### config.mk
export PLATFORM = sky130hd
export DESIGN_NAME = rc_channel_frame_receiver_core
export DESIGN_NICKNAME = d
export VERILOG_FILES = /design/src/rtl/core/crfr_pkg.sv /design/src/rtl/core/crfr_fifo.sv /design/src/rtl/core/crfr_front.sv /design/src/rtl/core/crfr_back.sv /design/src/rtl/core/rc_channel_frame_receiver_core.sv
export SDC_FILE = /design/constraint.sdc
export NUM_CORES = 1
export LEC_CHECK = 0
export BUFFER_PORTS_ARGS = -buffer_cell sky130_fd_sc_hd__buf_4
export CORE_MARGIN = 2
export CORE_UTILIZATION = 40
export CTS_BUF_LIST = sky130_fd_sc_hd__clkbuf_4 sky130_fd_sc_hd__clkbuf_8
export CTS_CLUSTER_SIZE = 10
export DETAILED_ROUTE_END_ITERATION = 7
export GPL_TIMING_DRIVEN = 0
export PLACE_DENSITY_LB_ADDON = 0.05
export SLEW_MARGIN = 20
export SYNTH_ARGS = -nofsm -noshare
export SYNTH_HDL_FRONTEND = slang
export SYNTH_SLANG_ARGS = --single-unit
### constraint.sdc
create_clock -name clk -period 7.15 [get_ports clk]
set_clock_uncertainty 0.1 [all_clocks]
set_input_delay 0.715 -clock clk [delete_from_list [all_inputs] [get_ports clk]]
set_output_delay 0.715 -clock clk [all_outputs]
set_load 0.01 [all_outputs]
### src/rtl/core/crfr_pkg.sv
`default_nettype none

package crfr_pkg;

    localparam int BUFFER_BYTES_DEFAULT = 32;

    localparam logic [7:0] SYNC_BYTE_RESET  = 8'hC8;
    localparam logic [7:0] FRAME_TYPE_RESET = 8'h16;

    localparam int CHANNEL_FRAME_LEN = 24;
    localparam int CHANNEL_COUNT     = 16;
    localparam int CHANNEL_BITS      = 11;
    localparam int CHANNEL_BYTES     = 22;
    localparam int CHANNEL_IDX_W     = 4;

    // bit accumulator: up to ten leftover bits plus one fresh byte
    localparam int ACC_W      = CHANNEL_BITS + 7;
    localparam int NBITS_W    = 5;
    localparam int BYTE_IDX_W = 5;

    localparam int CFG_INDEX_W = 4;
    localparam logic [CFG_INDEX_W-1:0] CFG_SYNC_BYTE  = 4'd0;
    localparam logic [CFG_INDEX_W-1:0] CFG_FRAME_TYPE = 4'd1;

    typedef enum logic [1:0] {
        PH_HUNT,
        PH_LENGTH,
        PH_PAYLOAD
    } front_phase_t;

    typedef enum logic [1:0] {
        BK_IDLE,
        BK_READ,
        BK_LOAD,
        BK_CHECK
    } back_state_t;

    typedef struct packed {
        logic valid;
        logic bank;
    } bank_release_t;

    typedef struct packed {
        logic [CHANNEL_IDX_W-1:0] index;
        logic [CHANNEL_BITS-1:0]  value;
        logic                     last;
    } chan_item_t;

endpackage

`default_nettype wire

### src/rtl/core/crfr_fifo.sv
`default_nettype none

module crfr_fifo #(
    parameter int WIDTH = 1,
    parameter int DEPTH = 2
) (
    input  wire logic             clk,
    input  wire logic             rst_n,
    input  wire logic             push,
    input  wire logic [WIDTH-1:0] wr_data,
    output logic                  full,
    input  wire logic             pop,
    output logic [WIDTH-1:0]      rd_data,
    output logic                  empty
);

    localparam int PTR_W = (DEPTH > 1) ? $clog2(DEPTH) : 1;
    localparam int CNT_W = $clog2(DEPTH + 1);

    logic [WIDTH-1:0] slot_reg [DEPTH];
    logic [PTR_W-1:0] wr_ptr_reg, wr_ptr_next;
    logic [PTR_W-1:0] rd_ptr_reg, rd_ptr_next;
    logic [CNT_W-1:0] count_reg, count_next;
    logic             do_push;
    logic             do_pop;

    assign full    = (count_reg == CNT_W'(DEPTH));
    assign empty   = (count_reg == '0);
    assign do_push = push && !full;
    assign do_pop  = pop && !empty;
    assign rd_data = slot_reg[rd_ptr_reg];

    always_comb
    begin
        wr_ptr_next = wr_ptr_reg;
        rd_ptr_next = rd_ptr_reg;
        count_next  = count_reg;
        if (do_push)
        begin
            wr_ptr_next = (wr_ptr_reg == PTR_W'(DEPTH - 1)) ? '0 : wr_ptr_reg + 1'b1;
        end
        if (do_pop)
        begin
            rd_ptr_next = (rd_ptr_reg == PTR_W'(DEPTH - 1)) ? '0 : rd_ptr_reg + 1'b1;
        end
        if (do_push && !do_pop)
        begin
            count_next = count_reg + 1'b1;
        end
        else if (do_pop && !do_push)
        begin
            count_next = count_reg - 1'b1;
        end
    end

    always_ff @(posedge clk or negedge rst_n)
    begin
        if (!rst_n)
        begin
            wr_ptr_reg <= '0;
            rd_ptr_reg <= '0;
            count_reg  <= '0;
        end
        else
        begin
            wr_ptr_reg <= wr_ptr_next;
            rd_ptr_reg <= rd_ptr_next;
            count_reg  <= count_next;
        end
    end

    always_ff @(posedge clk)
    begin
        if (do_push)
        begin
            slot_reg[wr_ptr_reg] <= wr_data;
        end
    end

endmodule

`default_nettype wire

### src/rtl/core/crfr_front.sv
`default_nettype none

module crfr_front
    import crfr_pkg::*;
#(
    parameter int BUFFER_BYTES = BUFFER_BYTES_DEFAULT,
    localparam int LEN_W  = $clog2(BUFFER_BYTES + 1),
    localparam int MEM_AW = $clog2(2 * BUFFER_BYTES)
) (
    input  wire logic                   clk,
    input  wire logic                   rst_n,
    input  wire logic                   cfg_we,
    input  wire logic [CFG_INDEX_W-1:0] cfg_index,
    input  wire logic [7:0]             cfg_data,
    input  wire logic                   push,
    input  wire logic [7:0]             rx_byte,
    output logic                        full,
    output logic                        mem_we,
    output logic [MEM_AW-1:0]           mem_addr,
    output logic [7:0]                  mem_data,
    output logic                        job_push,
    output logic                        job_bank,
    input  wire bank_release_t          release_in
);

    front_phase_t     phase_reg, phase_next;
    logic [7:0]       sync_reg;
    logic [7:0]       type_reg;
    logic [LEN_W-1:0] length_reg;
    logic [LEN_W-1:0] pos_reg;
    logic [LEN_W-1:0] pos_inc;
    logic [7:0]       first_reg;
    logic             bank_reg;
    logic [1:0]       busy_reg, busy_next;
    logic             accept;
    logic             length_bad;
    logic             last_byte;
    logic             frame_good;

    // hold input while the bank being filled still waits for the unpacker
    assign full       = busy_reg[bank_reg];
    assign accept     = push && !full;
    assign length_bad = (rx_byte == 8'd0) || ({1'b0, rx_byte} > 9'(BUFFER_BYTES));
    assign pos_inc    = pos_reg + 1'b1;
    assign last_byte  = (pos_inc == length_reg);
    assign frame_good = (length_reg == LEN_W'(CHANNEL_FRAME_LEN)) && (first_reg == type_reg);
    assign mem_addr   = (bank_reg ? MEM_AW'(BUFFER_BYTES) : '0) + MEM_AW'(pos_reg);
    assign mem_data   = rx_byte;
    assign job_bank   = bank_reg;

    always_comb
    begin
        phase_next = phase_reg;
        unique case (phase_reg)
            PH_HUNT:
            begin
                if (accept && (rx_byte == sync_reg))
                begin
                    phase_next = PH_LENGTH;
                end
            end
            PH_LENGTH:
            begin
                if (accept)
                begin
                    phase_next = length_bad ? PH_HUNT : PH_PAYLOAD;
                end
            end
            PH_PAYLOAD:
            begin
                if (accept && last_byte)
                begin
                    phase_next = PH_HUNT;
                end
            end
            default:
            begin
                phase_next = PH_HUNT;
            end
        endcase
    end

    always_comb
    begin
        mem_we   = 1'b0;
        job_push = 1'b0;
        unique case (phase_reg)
            PH_PAYLOAD:
            begin
                mem_we   = accept;
                job_push = accept && last_byte && frame_good;
            end
            default:
            begin
                mem_we   = 1'b0;
                job_push = 1'b0;
            end
        endcase
    end

    // a finished bank goes to the unpacker, which frees that bank once unpacked
    always_comb
    begin
        busy_next = busy_reg;
        if (job_push)
        begin
            busy_next[bank_reg] = 1'b1;
        end
        if (release_in.valid)
        begin
            busy_next[release_in.bank] = 1'b0;
        end
    end

    always_ff @(posedge clk or negedge rst_n)
    begin
        if (!rst_n)
        begin
            phase_reg  <= PH_HUNT;
            sync_reg   <= SYNC_BYTE_RESET;
            type_reg   <= FRAME_TYPE_RESET;
            length_reg <= '0;
            pos_reg    <= '0;
            bank_reg   <= 1'b0;
            busy_reg   <= 2'b00;
        end
        else
        begin
            phase_reg <= phase_next;
            busy_reg  <= busy_next;
            if (cfg_we && (cfg_index == CFG_SYNC_BYTE))
            begin
                sync_reg <= cfg_data;
            end
            if (cfg_we && (cfg_index == CFG_FRAME_TYPE))
            begin
                type_reg <= cfg_data;
            end
            if ((phase_reg == PH_LENGTH) && accept && !length_bad)
            begin
                length_reg <= rx_byte[LEN_W-1:0];
                pos_reg    <= '0;
            end
            if (mem_we)
            begin
                pos_reg <= pos_inc;
            end
            // advance to the other bank once a frame is handed off
            if (job_push)
            begin
                bank_reg <= !bank_reg;
            end
        end
    end

    always_ff @(posedge clk)
    begin
        if (mem_we && (pos_reg == '0))
        begin
            first_reg <= rx_byte;
        end
    end

endmodule

`default_nettype wire

### src/rtl/core/crfr_back.sv
`default_nettype none

module crfr_back
    import crfr_pkg::*;
#(
    parameter int BUFFER_BYTES = BUFFER_BYTES_DEFAULT,
    localparam int MEM_AW = $clog2(2 * BUFFER_BYTES)
) (
    input  wire logic              clk,
    input  wire logic              rst_n,
    input  wire logic              mem_we,
    input  wire logic [MEM_AW-1:0] mem_addr,
    input  wire logic [7:0]        mem_data,
    input  wire logic              job_empty,
    input  wire logic              job_bank,
    output logic                   job_pop,
    input  wire logic              out_full,
    output logic                   out_push,
    output chan_item_t             out_item,
    output bank_release_t          release_out
);

    localparam int MEM_DEPTH = 2 * BUFFER_BYTES;

    logic [7:0]               payload_mem [MEM_DEPTH];
    logic [7:0]               rdata_reg;
    back_state_t              state_reg, state_next;
    logic                     bank_reg;
    logic [BYTE_IDX_W-1:0]    byte_idx_reg;
    logic [NBITS_W-1:0]       nbits_reg;
    logic [ACC_W-1:0]         acc_reg;
    logic [CHANNEL_IDX_W-1:0] ch_reg;
    logic                     rd_en;
    logic [MEM_AW-1:0]        rd_addr;
    logic                     have_channel;
    logic                     last_ch;

    assign rd_addr      = (bank_reg ? MEM_AW'(BUFFER_BYTES) : '0) + MEM_AW'(byte_idx_reg);
    assign have_channel = (nbits_reg >= NBITS_W'(CHANNEL_BITS));
    assign last_ch      = (ch_reg == CHANNEL_IDX_W'(CHANNEL_COUNT - 1));

    assign out_item.index = ch_reg;
    assign out_item.value = acc_reg[CHANNEL_BITS-1:0];
    assign out_item.last  = last_ch;
    assign release_out.bank = bank_reg;

    always_comb
    begin
        state_next = state_reg;
        unique case (state_reg)
            BK_IDLE:
            begin
                if (!job_empty)
                begin
                    state_next = BK_READ;
                end
            end
            BK_READ:
            begin
                state_next = BK_LOAD;
            end
            BK_LOAD:
            begin
                state_next = BK_CHECK;
            end
            BK_CHECK:
            begin
                if (!have_channel)
                begin
                    state_next = BK_READ;
                end
                else if (!out_full && last_ch)
                begin
                    state_next = BK_IDLE;
                end
            end
        endcase
    end

    always_comb
    begin
        job_pop           = 1'b0;
        rd_en             = 1'b0;
        out_push          = 1'b0;
        release_out.valid = 1'b0;
        unique case (state_reg)
            BK_IDLE:
            begin
                job_pop = !job_empty;
            end
            BK_READ:
            begin
                rd_en = 1'b1;
            end
            BK_LOAD:
            begin
                rd_en = 1'b0;
            end
            BK_CHECK:
            begin
                out_push          = have_channel && !out_full;
                release_out.valid = have_channel && !out_full && last_ch;
            end
        endcase
    end

    always_ff @(posedge clk or negedge rst_n)
    begin
        if (!rst_n)
        begin
            state_reg    <= BK_IDLE;
            bank_reg     <= 1'b0;
            byte_idx_reg <= '0;
            nbits_reg    <= '0;
            acc_reg      <= '0;
            ch_reg       <= '0;
        end
        else
        begin
            state_reg <= state_next;
            if (job_pop)
            begin
                // skip the type byte: channel bits start at payload byte one
                bank_reg     <= job_bank;
                byte_idx_reg <= BYTE_IDX_W'(1);
                nbits_reg    <= '0;
                acc_reg      <= '0;
                ch_reg       <= '0;
            end
            if (state_reg == BK_LOAD)
            begin
                acc_reg      <= acc_reg | (ACC_W'(rdata_reg) << nbits_reg);
                nbits_reg    <= nbits_reg + NBITS_W'(8);
                byte_idx_reg <= byte_idx_reg + 1'b1;
            end
            if (out_push)
            begin
                acc_reg   <= acc_reg >> CHANNEL_BITS;
                nbits_reg <= nbits_reg - NBITS_W'(CHANNEL_BITS);
                ch_reg    <= ch_reg + 1'b1;
            end
        end
    end

    always_ff @(posedge clk)
    begin
        if (mem_we)
        begin
            payload_mem[mem_addr] <= mem_data;
        end
        if (rd_en)
        begin
            rdata_reg <= payload_mem[rd_addr];
        end
    end

    a_load_after_read: assert property (@(posedge clk) disable iff (!rst_n)
        (state_reg == BK_LOAD) |-> $past(state_reg == BK_READ))
        else $error("unpacker loaded without a preceding read");

    a_release_to_idle: assert property (@(posedge clk) disable iff (!rst_n)
        release_out.valid |=> (state_reg == BK_IDLE))
        else $error("unpacker kept running after releasing its bank");

    a_acc_bound: assert property (@(posedge clk) disable iff (!rst_n)
        (state_reg == BK_CHECK) |-> (nbits_reg <= NBITS_W'(ACC_W)))
        else $error("bit accumulator overflow");

    a_read_in_frame: assert property (@(posedge clk) disable iff (!rst_n)
        (state_reg == BK_READ) |-> (byte_idx_reg <= BYTE_IDX_W'(CHANNEL_BYTES)))
        else $error("unpacker read past the channel bytes");

endmodule

`default_nettype wire

### src/rtl/core/rc_channel_frame_receiver_core.sv
`default_nettype none

// Receives serial bytes and decodes RC channel frames (sync, length, payload).
// A byte transfers on every cycle with push high and full low; the parser
// takes one byte per cycle. Payloads are kept in two banks: full stays high
// while the bank being filled still holds a frame waiting to be unpacked.
// For a frame of length 24 whose type byte matches, sixteen 11-bit channel
// values come out of the result queue in order, last_channel marking channel
// 15; every other frame is dropped silently. The unpacker has a single
// payload-memory read port: it steps through read, load and check states for
// each of the 22 channel bytes and emits channels from the check state; a full
// result queue stalls it.
// Configuration writes take effect at once.

module rc_channel_frame_receiver_core
    import crfr_pkg::*;
#(
    parameter int BUFFER_BYTES = BUFFER_BYTES_DEFAULT
) (
    input  wire logic                     clk,
    input  wire logic                     rst_n,
    input  wire logic                     cfg_we,
    input  wire logic [CFG_INDEX_W-1:0]   cfg_index,
    input  wire logic [7:0]               cfg_data,
    input  wire logic                     push,
    input  wire logic [7:0]               rx_byte,
    output logic                          full,
    input  wire logic                     pop,
    output logic                          empty,
    output logic [CHANNEL_IDX_W-1:0]      channel_index,
    output logic [CHANNEL_BITS-1:0]       channel_value,
    output logic                          last_channel
);

    localparam int MEM_AW = $clog2(2 * BUFFER_BYTES);

    logic              mem_we;
    logic [MEM_AW-1:0] mem_addr;
    logic [7:0]        mem_data;
    logic              job_push;
    logic              job_bank_in;
    logic              job_full;
    logic              job_pop;
    logic              job_bank_out;
    logic              job_empty;
    logic              out_push;
    logic              out_full;
    chan_item_t        out_item;
    chan_item_t        head_item;
    bank_release_t     bank_release;

    crfr_front #(
        .BUFFER_BYTES(BUFFER_BYTES)
    ) u_front (
        .clk       (clk),
        .rst_n     (rst_n),
        .cfg_we    (cfg_we),
        .cfg_index (cfg_index),
        .cfg_data  (cfg_data),
        .push      (push),
        .rx_byte   (rx_byte),
        .full      (full),
        .mem_we    (mem_we),
        .mem_addr  (mem_addr),
        .mem_data  (mem_data),
        .job_push  (job_push),
        .job_bank  (job_bank_in),
        .release_in(bank_release)
    );

    // at most two banks are outstanding, so this queue never overflows
    crfr_fifo #(
        .WIDTH(1),
        .DEPTH(2)
    ) u_job_fifo (
        .clk    (clk),
        .rst_n  (rst_n),
        .push   (job_push),
        .wr_data(job_bank_in),
        .full   (job_full),
        .pop    (job_pop),
        .rd_data(job_bank_out),
        .empty  (job_empty)
    );

    crfr_back #(
        .BUFFER_BYTES(BUFFER_BYTES)
    ) u_back (
        .clk        (clk),
        .rst_n      (rst_n),
        .mem_we     (mem_we),
        .mem_addr   (mem_addr),
        .mem_data   (mem_data),
        .job_empty  (job_empty),
        .job_bank   (job_bank_out),
        .job_pop    (job_pop),
        .out_full   (out_full),
        .out_push   (out_push),
        .out_item   (out_item),
        .release_out(bank_release)
    );

    crfr_fifo #(
        .WIDTH($bits(chan_item_t)),
        .DEPTH(2)
    ) u_out_fifo (
        .clk    (clk),
        .rst_n  (rst_n),
        .push   (out_push),
        .wr_data(out_item),
        .full   (out_full),
        .pop    (pop),
        .rd_data(head_item),
        .empty  (empty)
    );

    assign channel_index = head_item.index;
    assign channel_value = head_item.value;
    assign last_channel  = head_item.last;

    a_job_no_overflow: assert property (@(posedge clk) disable iff (!rst_n)
        job_push |-> !job_full)
        else $error("frame job queue overflow");

endmodule

`default_nettype wire

==> impl_metrics.toml <==
[critical_path]
required_ps = 7370
rr_startpoint = "u_front.job_bank"
worst-path-max-fanout = 8
worstPathArrival_ps = 4000
path_class = "reg -> reg"
critPathCaptureType = "register"
start_kind = "register"
critPathLaunch = "u_front.job_bank"

[yosys]
netlist_top_cells_count = "edfxtp_1 (562), mux4_2 (128), nor2_1 (114)"
avgSynthCellArea_um2 = 18.09
synth.top_cell.area_share_pct = 65.09
ys_seq_area_share_pct = 72.45
synth_fp_nets = 1471
ys_types = 72
synthFlopType = "edfxtp_1"
async_reset_ff_share_pct = 11.91
ys_seq_elements = 638
ys.warnings.count = 0
yosys.area.top_type = "edfxtp_1"
netlist_area_mm2 = 0.02593
synth_area_leaders = "edfxtp_1 (65%), mux4_2 (11%), dfrtp_1 (6.8%)"
synthCells = 1433
synth_edf_count = 562
yosysMostFrequentCell = "edfxtp_1"

[cts]
cts_buffers = 107
clock_latency_ps = 700
htree_levels = 3
cts_sinks = 638
clk_path_buf_depth = 3
clock-root-buffer = "clkbuf_8"
cts_resized = 0
clkTransAtPathRegs_ps = 60
cts_tree = "built"

[floorplanning]
core_area_mm2 = 0.06423
die_area_mm2 = 0.06687
ioPinCount = 43
rows = 93
initial_core_util_pct = 40.37
die_y_um = 258.6
die_w_um = 258.6

[drt]
drc = 0
routedWlPerCell_um = 26.13
dr_total_vias = 13724
viasPerCell = 5.425
dr.pass1.iters = 5
antenna_left = 0
drt_iter0_markers = 1019
wirelength_mm = 66.12

[sta]
hold_viol_final = 0
whs_ps = 154.8
rsz0062_at_grt = "false"
drv_slew = 0
max_clock_freq_mhz = 264.2
worstMarginPinSlew_ps = 1010
tns_ps = 0
final.min_clock_period_ps = 3785
finalCritPeriodShare_pct = 52.93
setup_viol = 0
relSlewSlack_pct = 32.44

[pwr]
combinationalPowerShare_pct = 27.8
p_switching_w = 0.003414
leakage_nw = 9.793
seqPwrFrac_pct = 41.4
p_int_w = 0.007369
clkPwrFrac_pct = 30.8
peakVddDrop_v = 0.0001756
power.density_mw_per_mm2 = 364.8
swShare_pct = 31.66

[cells_and_area]
areaGrowthSynthToFinish_pct = 13.99
layout.nets = 1624
drive_above_1_share_pct = 26.70
fin_cells = 2530
n_fill_cell = 5682
largest_register_ffs = 512
utilization_pct = 46.01

[grt]
grt_overflow = 0
first_global_vias = 14203
antenna_found_initial = 1
grt_pass1_wl_mm = 96.47
grt_use_total_pct = 20.06
grt_max_degree = 77

[place]
dpl.hpwl_mm = 42.04
globalplace.congestion = 0.8524
portBuffers = 42
dp.cells = 2331

[job]
maxCapViolations = 0

[worst_hold_path]
hold_path_class = "in -> reg"
timing.hold.worst.start = "cfg_data[6]"

[status]
status = "finished clean"
[power by group through the flow]
stage | clock [W] | combinational [W] | sequential (W)
after CTS | 0.00340 | 0.00303 | 0.00447
after detailed placement | 0 | 0.00302 | 0.00454
after global routing | 0.00355 | 0.00323 | 0.00450
final | 0.00332 | 0.00300 | 0.00447
after global placement | 0 | 0.00301 | 0.00454
after floorplan | 0 | 0.00199 | 0.00448
[worst max-delay path, cell delays in order, from the launching register on]
cell     delay (ps)
dfrtp_1         400
buf_6           150
mux2_4          360
or2_4           280
nor2_2          310
nand4_1         810
nor2_1         1000
[kinds of logic (layout without fill, tap and decap cells)]
| kind of cell | after synthesis | after routing | share of synthesized area, % |
|---|---|---|---|
| flip-flops | 638 | 638 | 72.45 |
| AND/OR/NAND/NOR | 291 | 291 | 5.463 |
| multiplexers | 196 | 196 | 14.00 |
| AO/OA/AOI/OAI | 163 | 163 | 4.348 |
| buffers and inverters | 90 | 331 | 1.573 |
| XOR/XNOR | 42 | 42 | 1.535 |
| adder cells (fa/ha/maj) | 13 | 13 | 0.6274 |
| other | 0 | 1 | 0 |
[path summary, 6_finish.rpt]
path / to / slack [ps] / cells after the start
max in group asynchronous: u_back.byte_idx_reg[2] / 5870 / 2
min: u_front.sync_reg[6] / 150 / 2
max: u_back.payload_mem[47][6] / 3370 / 6
min in group asynchronous: u_front.type_reg[5] / 540 / 2
min reg2reg: u_front.phase_reg[0] / 340 / 1
max reg2reg: u_back.payload_mem[47][6] / 3370 / 6
[routing by layer]
layer / global-route usage, % / part of all wire (%) / vias to the layer above
li1: - / - / 6050
met1: 27.75 / 44 / 7199
met2: 31.61 / 47 / 358
met3: 4.245 / 5.3 / 117
met4: 7.097 / 3.2 / 0
met5: 0 / 0 / -
[area by class of cell]
cell class / count / area, um2 / share of cell area, %
antenna: 1 / 2.502 / 0.008467
buffer: 73 / 344.1 / 1.164
clock buffer: 158 / 1962 / 6.638
clock inverter: 39 / 251.5 / 0.8509
inverter: 17 / 63.81 / 0.2159
multi-input combinational: 705 / 6736 / 22.79
sequential: 638 / 18790 / 63.56
tap: 855 / 1070 / 3.620
timing repair buffer: 44 / 340.3 / 1.151
[placed cells by master (no fill, tap or decap), types with 29 or more instances in the layout]
cell type	netlist	layout
clkbuf_8	0	124
clkinv_1	1	29
clkbuf_4	0	34
nand2_1	63	63
dfrtp_1	70	70
nand3_1	33	33
o21ai_0	34	34
mux2_2	49	49
buf_4	6	47
edfxtp_1	562	562
nor2_1	114	113
mux4_2	128	128
[through the flow]
stage          cell area [um2]  total power (W)  setup slack [ps]
2_1_floorplan            25930         0.006466              4569
3_3_place_gp             27310         0.007548              3297
3_5_place_dp             27330         0.007567              3256
4_1_cts                  29540          0.01090              3280
5_1_grt                  29560          0.01128              3176
6_report                 29560          0.01078              3365
[timing repair]
action | 4_1_cts | 5_1_grt
hold buffers | 0 | 1
hold endpoints to repair | 0 | 28
setup endpoints to repair | 0 | 0
setup buffers | 0 | 0
Power figures use the tool's default switching activity.
